<file path="src/ssd_pkg.sv">
// shared types, constants and segment tables for the seven-segment serial driver
// no dependencies
package ssd_pkg;

  localparam int unsigned WORD_BITS = 32;
  localparam int unsigned CNT_W     = $clog2(WORD_BITS + 1);

  // reciprocal multipliers for 16-bit x: x/10 = (x*52429)>>19, x/100 = ((x>>2)*5243)>>17
  localparam logic [15:0] RECIP10   = 16'd52429;
  localparam logic [15:0] RECIP100  = 16'd5243;

  typedef logic [WORD_BITS-1:0] word_t;
  typedef logic [3:0]           digit_t;

  typedef struct packed {
    logic full;
    logic empty;
  } q_status_t;

  // PCDE--------GFAB pattern used by the hundreds and ones positions
  function automatic logic [15:0] seg_pcde(input digit_t d);
    logic [15:0] p;
    case (d)
      4'd0:    p = 16'h7007;
      4'd1:    p = 16'h4001;
      4'd2:    p = 16'h300B;
      4'd3:    p = 16'h600B;
      4'd4:    p = 16'h400D;
      4'd5:    p = 16'h600E;
      4'd6:    p = 16'h700E;
      4'd7:    p = 16'h4003;
      4'd8:    p = 16'h700F;
      4'd9:    p = 16'h600F;
      default: p = 16'h0000;
    endcase
    return p;
  endfunction

  // ----PCDEGFAB---- pattern used by the tens position
  function automatic logic [15:0] seg_tens(input digit_t d);
    logic [15:0] p;
    case (d)
      4'd0:    p = 16'h0770;
      4'd1:    p = 16'h0410;
      4'd2:    p = 16'h03B0;
      4'd3:    p = 16'h06B0;
      4'd4:    p = 16'h04D0;
      4'd5:    p = 16'h06E0;
      4'd6:    p = 16'h07E0;
      4'd7:    p = 16'h0430;
      4'd8:    p = 16'h07F0;
      4'd9:    p = 16'h06F0;
      default: p = 16'h0000;
    endcase
    return p;
  endfunction

  // one-hot bar-graph segment, indices above eight light nothing
  function automatic word_t bar_pattern(input logic [3:0] idx);
    word_t p;
    case (idx)
      4'd1:    p = 32'h0100_0000;
      4'd2:    p = 32'h0200_0000;
      4'd3:    p = 32'h0400_0000;
      4'd4:    p = 32'h0800_0000;
      4'd5:    p = 32'h0080_0000;
      4'd6:    p = 32'h0040_0000;
      4'd7:    p = 32'h0020_0000;
      4'd8:    p = 32'h0010_0000;
      default: p = 32'h0000_0000;
    endcase
    return p;
  endfunction

endpackage

</file>
<file path="src/ssd_front.sv">
// front end: splits the value into decimal digits and assembles the display word
// depends on ssd_pkg
module ssd_front import ssd_pkg::*; (
  input  logic       clk,
  input  logic       rst,
  input  logic       in_valid,
  output logic       in_stall,
  input  logic [15:0] display_value,
  input  logic [3:0] bar_index,
  input  q_status_t  q_status,
  output logic       push,
  output word_t      push_word
);

  // stage 1: quotients by 10 and 100
  logic        s1_valid;
  logic [15:0] s1_value;
  logic [3:0]  s1_bar;
  logic [12:0] s1_q10;
  logic [9:0]  s1_q100;

  // stage 2: ones digit and second-level quotients
  logic        s2_valid;
  logic [3:0]  s2_bar;
  digit_t      s2_ones;
  logic [12:0] s2_q10;
  logic [9:0]  s2_q100;
  logic [9:0]  s2_q10q;
  logic [6:0]  s2_q100q;

  logic        s1_ready;
  logic        s2_ready;

  logic [31:0] prod10;
  logic [31:0] prod100;
  logic [28:0] prod_q10;
  logic [25:0] prod_q100;
  logic [15:0] ones_full;
  logic [12:0] tens_full;
  logic [9:0]  hund_full;
  digit_t      tens;
  digit_t      hund;

  assign s2_ready = !s2_valid || !q_status.full;
  assign s1_ready = !s1_valid || s2_ready;
  assign in_stall = !s1_ready;
  assign push     = s2_valid && !q_status.full;

  assign prod10    = 32'(display_value) * 32'(RECIP10);
  assign prod100   = 32'(display_value[15:2]) * 32'(RECIP100);
  assign prod_q10  = 29'(s1_q10) * 29'(RECIP10);
  assign prod_q100 = 26'(s1_q100) * 26'(RECIP10);
  assign ones_full = s1_value - {s1_q10[12:0], 3'b000} - {2'b00, s1_q10, 1'b0};

  assign tens_full = s2_q10 - {s2_q10q, 3'b000} - {2'b00, s2_q10q, 1'b0};
  assign hund_full = s2_q100 - {s2_q100q, 3'b000} - {2'b00, s2_q100q, 1'b0};
  assign tens      = tens_full[3:0];
  assign hund      = hund_full[3:0];

  assign push_word = {seg_pcde(hund), 16'h0000} | {16'h0000, seg_tens(tens)}
                   | {16'h0000, seg_pcde(s2_ones)} | bar_pattern(s2_bar);

  always_ff @(posedge clk) begin
    if (rst) begin
      s1_valid <= 1'b0;
      s2_valid <= 1'b0;
    end else begin
      if (s1_ready) begin
        s1_valid <= in_valid;
      end
      if (s2_ready) begin
        s2_valid <= s1_valid;
      end
    end
  end

  always_ff @(posedge clk) begin
    if (s1_ready && in_valid) begin
      s1_value <= display_value;
      s1_bar   <= bar_index;
      s1_q10   <= prod10[31:19];
      s1_q100  <= prod100[26:17];
    end
    if (s2_ready && s1_valid) begin
      s2_bar   <= s1_bar;
      s2_ones  <= ones_full[3:0];
      s2_q10   <= s1_q10;
      s2_q100  <= s1_q100;
      s2_q10q  <= prod_q10[28:19];
      s2_q100q <= prod_q100[25:19];
    end
  end

endmodule

</file>
<file path="src/ssd_queue.sv">
// short word queue between the front end and the serializer
// depends on ssd_pkg
module ssd_queue import ssd_pkg::*; #(
  parameter int unsigned DEPTH = 2
) (
  input  logic      clk,
  input  logic      rst,
  input  logic      push,
  input  word_t     push_word,
  input  logic      pop,
  output word_t     pop_word,
  output q_status_t q_status
);

  localparam int unsigned PTR_W = (DEPTH > 1) ? $clog2(DEPTH) : 1;
  localparam int unsigned CNT_W = $clog2(DEPTH + 1);

  word_t            mem [DEPTH];
  logic [PTR_W-1:0] wr_ptr;
  logic [PTR_W-1:0] rd_ptr;
  logic [CNT_W-1:0] count;

  assign q_status.full  = (count == CNT_W'(DEPTH));
  assign q_status.empty = (count == '0);
  assign pop_word       = mem[rd_ptr];

  always_ff @(posedge clk) begin
    if (rst) begin
      wr_ptr <= '0;
      rd_ptr <= '0;
      count  <= '0;
    end else begin
      if (push) begin
        wr_ptr <= (wr_ptr == PTR_W'(DEPTH - 1)) ? '0 : wr_ptr + 1'b1;
      end
      if (pop) begin
        rd_ptr <= (rd_ptr == PTR_W'(DEPTH - 1)) ? '0 : rd_ptr + 1'b1;
      end
      if (push && !pop) begin
        count <= count + 1'b1;
      end else if (pop && !push) begin
        count <= count - 1'b1;
      end
    end
  end

  always_ff @(posedge clk) begin
    if (push) begin
      mem[wr_ptr] <= push_word;
    end
  end

endmodule

</file>
<file path="src/ssd_back.sv">
// back end: shifts each queued word out lsb first and flags the last bit
// depends on ssd_pkg
module ssd_back import ssd_pkg::*; (
  input  logic      clk,
  input  logic      rst,
  input  q_status_t q_status,
  input  word_t     pop_word,
  output logic      pop,
  output logic      out_valid,
  input  logic      out_stall,
  output logic      serial_bit,
  output logic      last_bit
);

  word_t            out_word;
  logic [CNT_W-1:0] bits_left;
  logic             busy;
  logic             taken;
  logic             on_last;

  assign taken      = busy && !out_stall;
  assign on_last    = (bits_left == CNT_W'(1));
  assign pop        = !q_status.empty && (!busy || (taken && on_last));
  assign out_valid  = busy;
  assign serial_bit = out_word[0];
  assign last_bit   = on_last;

  always_ff @(posedge clk) begin
    if (rst) begin
      busy      <= 1'b0;
      bits_left <= '0;
    end else if (pop) begin
      busy      <= 1'b1;
      bits_left <= CNT_W'(WORD_BITS);
    end else if (taken) begin
      bits_left <= bits_left - 1'b1;
      if (on_last) begin
        busy <= 1'b0;
      end
    end
  end

  always_ff @(posedge clk) begin
    if (pop) begin
      out_word <= pop_word;
    end else if (taken) begin
      out_word <= {1'b0, out_word[WORD_BITS-1:1]};
    end
  end

endmodule

</file>
<file path="src/seven_segment_serial_display_driver_top.sv">
// top level of the three-digit seven-segment serial display driver
// depends on ssd_pkg, ssd_front, ssd_queue, ssd_back
//
// usage:
//   input channel: in_valid / in_stall with display_value (16 bits) and
//   bar_index (4 bits). an item is taken at a clock edge with in_valid high
//   and in_stall low. the value is shown modulo 1000 on three digits, and
//   bar_index 1 to 8 lights one bar segment (0 and 9 to 15 light none).
//   output channel: out_valid / out_stall with serial_bit and last_bit. each
//   input item yields 32 output items, bit 0 of the display word first;
//   last_bit is high on the 32nd so the latch pulse can follow it.
//   an item taken into the first front stage reaches the outputs through
//   the second front stage, the queue write and the serializer load.
//   the serializer sends one bit per cycle while out_stall is low; a queued
//   word loads as the last bit goes and is on the outputs in the cycle after.
//   the front end keeps taking items until the queue of QUEUE_DEPTH words
//   and both front stages are full.
//   reset clears the pipeline valids, the queue and the serializer; nothing
//   is sent afterward until an item arrives.
//   while out_stall is high the current bit and last_bit hold; the front
//   end backs up and raises in_stall only once all its storage is full.
module seven_segment_serial_display_driver_top import ssd_pkg::*; #(
  parameter int unsigned QUEUE_DEPTH = 2
) (
  input  logic        clk,
  input  logic        rst,
  input  logic        in_valid,
  output logic        in_stall,
  input  logic [15:0] display_value,
  input  logic [3:0]  bar_index,
  output logic        out_valid,
  input  logic        out_stall,
  output logic        serial_bit,
  output logic        last_bit
);

  // queue handshake between the front and back ends
  q_status_t q_status;
  logic      push;
  word_t     push_word;
  logic      pop;
  word_t     pop_word;

  // digit split and word assembly
  ssd_front u_front (
    .clk           (clk),
    .rst           (rst),
    .in_valid      (in_valid),
    .in_stall      (in_stall),
    .display_value (display_value),
    .bar_index     (bar_index),
    .q_status      (q_status),
    .push          (push),
    .push_word     (push_word)
  );

  // decouples word assembly from the bit-serial output
  ssd_queue #(
    .DEPTH (QUEUE_DEPTH)
  ) u_queue (
    .clk       (clk),
    .rst       (rst),
    .push      (push),
    .push_word (push_word),
    .pop       (pop),
    .pop_word  (pop_word),
    .q_status  (q_status)
  );

  // one bit per accepted output item, lsb first
  ssd_back u_back (
    .clk        (clk),
    .rst        (rst),
    .q_status   (q_status),
    .pop_word   (pop_word),
    .pop        (pop),
    .out_valid  (out_valid),
    .out_stall  (out_stall),
    .serial_bit (serial_bit),
    .last_bit   (last_bit)
  );

endmodule
</file>
<file path="config.mk">
export PLATFORM = sky130hd
export DESIGN_NAME = seven_segment_serial_display_driver_top
export DESIGN_NICKNAME = d
export VERILOG_FILES = /design/src/ssd_pkg.sv /design/src/ssd_front.sv /design/src/ssd_queue.sv /design/src/ssd_back.sv /design/src/seven_segment_serial_display_driver_top.sv
export SDC_FILE = /design/constraint.sdc
export NUM_CORES = 1
export LEC_CHECK = 0
export BUFFER_PORTS_ARGS = -buffer_cell sky130_fd_sc_hd__buf_2
export CORE_MARGIN = 2
export CORE_UTILIZATION = 64
export DETAILED_ROUTE_END_ITERATION = 8
export PLACE_DENSITY = 0.81
export RECOVER_POWER = 100
export SYNTH_ARGS = -nofsm -noshare
export SYNTH_HDL_FRONTEND = slang
export SYNTH_SLANG_ARGS = --single-unit
</file>
<file path="constraint.sdc">
create_clock -name clk -period 9.98 [get_ports clk]
set_clock_uncertainty 0.15 [all_clocks]
set_input_delay 0.499 -clock clk [delete_from_list [all_inputs] [get_ports clk]]
set_output_delay 0.499 -clock clk [all_outputs]
set_load 0.01 [all_outputs]
</file>
---- Yosys cells after proc, flatten, opt, wreduce, memory -nomap -nowiden ----
Memories as Yosys holds them, arrays and structs flattened. A register that Yosys moved wholly into a read port is not among the register bits.
Index checks and enable logic that the tools add are counted.
storage, ports and cells
  ROM bits ................................ 464
  logic and storage cells ................. 87
  flip-flop bits (word level) ............. 98
  output and inout port bits .............. 4
  memory bits (writable) .................. 64
  memories ................................ 5
  input port bits ......................... 24
memory list
  name             words  bits a word  read ports  clocked after Yosys merged registers in  wr ports  RTL line         RTL
  (no name shown)  16     8            1           1                                        0         ssd_pkg.sv:61    case (idx)
  (no name shown)  16     7            1           1                                        0         ssd_pkg.sv:23    case (d)
  (no name shown)  16     7            1           0                                        0         ssd_pkg.sv:42    case (d)
  (no name shown)  16     7            1           0                                        0         ssd_pkg.sv:23
  u_queue.mem      2      32           1           1                                        1         ssd_queue.sv:18  word_t mem [DEPTH];
operators by class
  multiplexer cells ....................... 17
  multiply operators ...................... 4
  equality and inequality tests ........... 2
  reduce and logical (&&, ||, !) cells .... 26
  bitwise gates (word level) .............. 3
  add/subtract/negate cells ............... 11
operators with widths
  kind                    count
  $mux 32                 2
  $or 32x16->32           2
  $mul 16x16->32 const B  1
  $or 32x32->32           1
  $mul 14x13->27 const B  1
  $sub 4x4->4             6
  $mul 10x16->22 const B  1
  $mul 13x16->22 const B  1
  $mux 6                  2
  $logic_not 1->1         9
  $mux 1                  9
  $logic_and 1x1->1       8
  $mux 4                  2
  $eq 6x1->1 const B      1
  $reduce_bool 2->1       3
  $sub 6x1->6 const B     1
  $mux 2                  2
  $logic_or 1x1->1        3
  $add 1x1->1 const B     2
  $add 2x1->2 const B     1
  $eq 2x2->1 const B      1
  $logic_not 2->1         1
  $reduce_and 2->1        1
  $reduce_or 2->1         1
  $sub 2x1->2 const B     1

---- Logic depth before layout (Yosys ltp) ----
  word-level depth ........................ 8
  mapped depth ............................ 20
  mapped depth without buffers ............ 20

---- Modules after synthesis ----
Synthesis repeated with hierarchy kept, for this count alone.
unflattened totals
  cells, all modules ...................... 1741
  area total of the unflattened synthesis .. 19518.7 um^2
modules (own cells, without submodules)
  module     seq. area each (um^2)  area an instance (um^2)  cells an instance  times used
  ssd_front  1931.9                 15147.0                  1513               1
  ssd_queue  2021.9                 2517.4                   122                1
  ssd_back   1101.1                 1854.3                   106                1

---- Worst setup path before layout ----
No wires, ideal clock.
  path kind ............................... input to register
  start ................................... input port display_value[7]
  end ..................................... register u_front.s1_q10[9] (data pin)
  buffers on the path ..................... 0
  required time ........................... 9572 ps
  data arrival time ....................... 5127 ps
  stages on the path ...................... 18
  slack ................................... 4445 ps
  setup time .............................. 258 ps
  cells stage by stage .................... ha_1 > inv_1 > fa_1 > inv_1 > fa_1 > fa_1 > fa_1 > inv_1 > fa_1 > inv_1 > ha_1 > nor3_1 > nor2_1 > a32oi_1 > o21ai_1 > or4_1 > a31oi_1 > xnor2_1
on the way
  word-level cells in the longest chain between the ends .. 1
ends and longest elaborated chain
  item                    RTL line                                       RTL
  start: declaration      seven_segment_serial_display_driver_top.sv:29  input logic [15:0] display_value,
  $mul 16x16->32          ssd_front.sv:49                                assign prod10 = 32'(display_value) * 32'(RECIP10);
  net u_front.prod10[28]  ssd_front.sv:34                                logic [31:0] prod10;
  end signal: assignment  ssd_front.sv:81                                s1_q10 <= prod10[31:19];
  end: declaration        ssd_front.sv:19                                logic [12:0] s1_q10;
The timed path passes the listed nets, and every way through them passes these cells.
A chain may end at the register's enable or synchronous reset.

---- Worst setup path after layout ----
  start ................................... input port display_value[2]
  end ..................................... register u_front.s1_q10[9] (data pin)
The elaborated chain is that of the path after synthesis.

==> out/metrics.csv <==
stage,metric,value,unit
place,I/O Buffers,27,
clock_tree,CTS max path bufs,2,
sta,RSZ-0062 raised after global routing,no,
drt,routed length per instance,17.19,um
sta,Final Hold Viols,0,
sta,Max Slew Vio Count,127,
sta,setup_tns,0,ns
layout,Antenna Cells,0,
clock_tree,Clock Sinks,171,
drt,Routed Antenna Nets,0,
synth,Synth warnings,0,
synth,Synth Register Bits,171,
synth,Synth Cell Area,0.01870,mm2
critical_path,CP max FO,10,
hold_path,HP Class,input pin to flip-flop,
grt,routing usage on met2,46.53,%
critical_path,Critical Path Start,display_value[2],
synth,post-synthesis cell type count,63,
critical_path,r2r setup slk,4.99,ns
drt,drt pass-1 iters,7,
synth,Syn Area/Cell,10.79,um2
grt,Top Usage Layer GRT,met2,
sta,Final setup viols,0,
grt,GR Util All Layers,25.97,%
critical_path,Crit Path Category,input pin to flip-flop,
synth,Syn Nets,2345,
synth,post-synthesis async set-or-reset flop share,0,%
clock_tree,# H-tree levels,4,
drt,routed vias/inst,5.483,
sta,Final min period,5.916,ns
critical_path,CP endpoint kind,flip-flop,
sta,slew of the pin with the lowest slew margin,3.115,ns
clock_tree,Root Driver,clkbuf_16,
grt,vias in the first global route,12640,
critical_path,CP arrival,5.96,ns
floorplanning,core outline area,0.02870,mm2
hold_path,min-delay src,bar_index[2],
layout,final core utilization,69.26,%
drt,via count,11890,
floorplanning,die area,0.03060,mm2
layout,Syn-to-layout area delta,6.302,%
place,GPL Wtd Cong,0.9311,
synth,Post-synth top flop,edfxtp_1,
synth,Gate Count Post-Synth,1734,
critical_path,type of origin of the critical path,input pin,
layout,share of cells above drive strength 1,3.361,%
grt,largest net degree at the start of global routing,63,
grt,antenna violations before repair,0,
floorplanning,die width,174.9,um
flow_run,MaxCap Viol Count,3,
layout,"non-filler cells, final",2169,
drt,initial DRC count,571,
clock_tree,latest clock arrival within the worst-skew pair,0.44,ns
clock_tree,# resized after CTS,0,
place,placed wire-length estimate,31340,um
clock_tree,CTS tree,built,
layout,nets,2383,
synth,Post-synth EDFFs,142,
grt,GRT overflow,0,
sta,Max Clock Freq,0.1690,GHz
synth,sequential cell area fraction in the yosys report,25.90,%
floorplanning,I/O pin total,28,
sta,crit share post-route,59.28,%
grt,M1 GR Usage,32.64,%
drt,Routed WL,37280,um
run_status,failing checks,"capacitance limit, slew limit",
floorplanning,Row Count,62,
grt,first-pass GRT wire length,61930,um
sta,Fin Hold WS,0.08872,ns
floorplanning,Initial Util,65.16,%
drt,DRC,0,
floorplanning,Die Span Y,174.9,um
sta,Slew headroom,-108.1,%
clock_tree,CTS Buf Count,17,
run_status,status,finished with violations,
place,DP Cell Count,2137,
grt,met3 GRT Util,3.938,%
clock_tree,"Clk pin slew, worst setup/hold paths",0.08,ns
clock_tree,setup repair bufs after CTS,0,
clock_tree,hold_buf cts,0,
critical_path,Critical Path RT,10.02,ns
critical_path,RR Startpoint,u_front.s1_q10[7],
[critical path, cell delays in order]
cell      delay [ns]
clkbuf_1        0.45
ha_1            0.38
inv_1           0.09
fa_1            0.51
inv_1           0.05
fa_1            0.50
fa_1            0.51
fa_1            0.54
inv_1           0.06
fa_1            0.54
inv_1           0.05
ha_1            0.32
nor3_1          0.19
nor2_1          0.10
a32oi_1         0.20
o21ai_0         0.20
or4_1           0.47
a31oi_1         0.21
xnor2_1         0.09
[registers in the layout, indices dropped and copies added (netlist names), 6 cells and up, named ones only]
name	flops
u_front.push_word	15
u_front.s1_q10	13
u_queue.mem	58
u_back.bits_left	6
u_front.s1_q100	10
u_back.out_word	31
[placed cells by master, fill, tap and decap left out, drive strengths merged, types with 30 or more instances in the layout]
master,count
xnor2,46
mux2i,34
a21oi,36
o21ai,59
edfxtp,142
clkbuf,30
ha,372
fa,215
nand2,63
nor2,59
inv,491
[final timing paths]
| check | end | cells after the start |
|---|---|---|
| setup / recovery | u_front.s1_q10[9] | 19 |
| hold / removal | u_front.s1_bar[2] | 1 |
| setup reg to reg | u_front.s2_q10q[2] | 15 |
| hold reg to reg | u_queue.mem[0][22] | 0 |
[synth_stat cells (2+ instances only)]
master	number	share of area [%]
a31oi_1	10	0.33
ha_1	372	25
dfxtp_1	29	3.1
o31ai_1	3	0.12
o211a_1	2	0.11
o21ai_1	7	0.19
o22ai_1	7	0.23
a211oi_1	6	0.24
inv_1	478	9.6
a2111oi_0	2	0.094
nor2b_1	9	0.30
and2_1	5	0.17
nand3_1	12	0.32
xor2_1	25	1.2
o2111ai_1	2	0.094
inv_2	2	0.040
a21oi_1	36	0.96
nor4_1	2	0.067
a21o_1	15	0.60
xnor2_1	46	2.2
or2_2	5	0.17
nor3_1	19	0.51
nor2_1	59	1.2
nand2b_1	5	0.17
nor3b_1	5	0.20
and4_1	2	0.094
o21ai_0	52	1.4
a41oi_1	2	0.094
and3_1	3	0.10
mux2i_1	33	1.8
a22o_1	6	0.28
a211o_1	2	0.094
o21a_1	7	0.28
a2111oi_2	2	0.16
clkbuf_1	10	0.20
nand4_1	7	0.23
nand2_1	63	1.3
fa_1	215	23
nor4b_1	2	0.094
edfxtp_1	142	23
[final cells by class]
| type | count | area [um2] |
|---|---|---|
| Timing Repair Buffer | 31 | 141.4 |
| Tap cell | 384 | 480.5 |
| Sequential cell | 171 | 4845 |
| Multi-Input combinational cell | 1071 | 11990 |
| Clock inverter | 15 | 198.9 |
| Inverter | 480 | 1802 |
| Clock buffer | 17 | 425.4 |
| Fill cell | 2071 | 8822 |
[stage by stage]
step / setup WS (ns) / instance area, um2
3_5_place_dp: 3.865 / 19310
5_1_grt: 3.780 / 19880
6_report: 4.064 / 19880
4_1_cts: 4.340 / 19930
2_1_floorplan: 4.445 / 18700
3_3_place_gp: 3.954 / 19310
[routing by layer]
metal / up-vias / wire length, um
met5: - / 0
met4: 0 / 893
met3: 59 / 1296
met2: 231 / 19390
met1: 5916 / 15700
li1: 5687 / -
[cells by family after synthesis]
kind of cell             synth area share, %
AO/OA/AOI/OAI                          5.874
multiplexers                           1.900
adder cells (fa/ha/maj)                47.90
XOR/XNOR                               3.325
flip-flops                             25.90
buffers and inverters                  9.902
AND/OR/NAND/NOR                        5.192
Power is not shown: default switching activity piles up to over one toggle a cycle in this logic, so the estimate is an artifact.
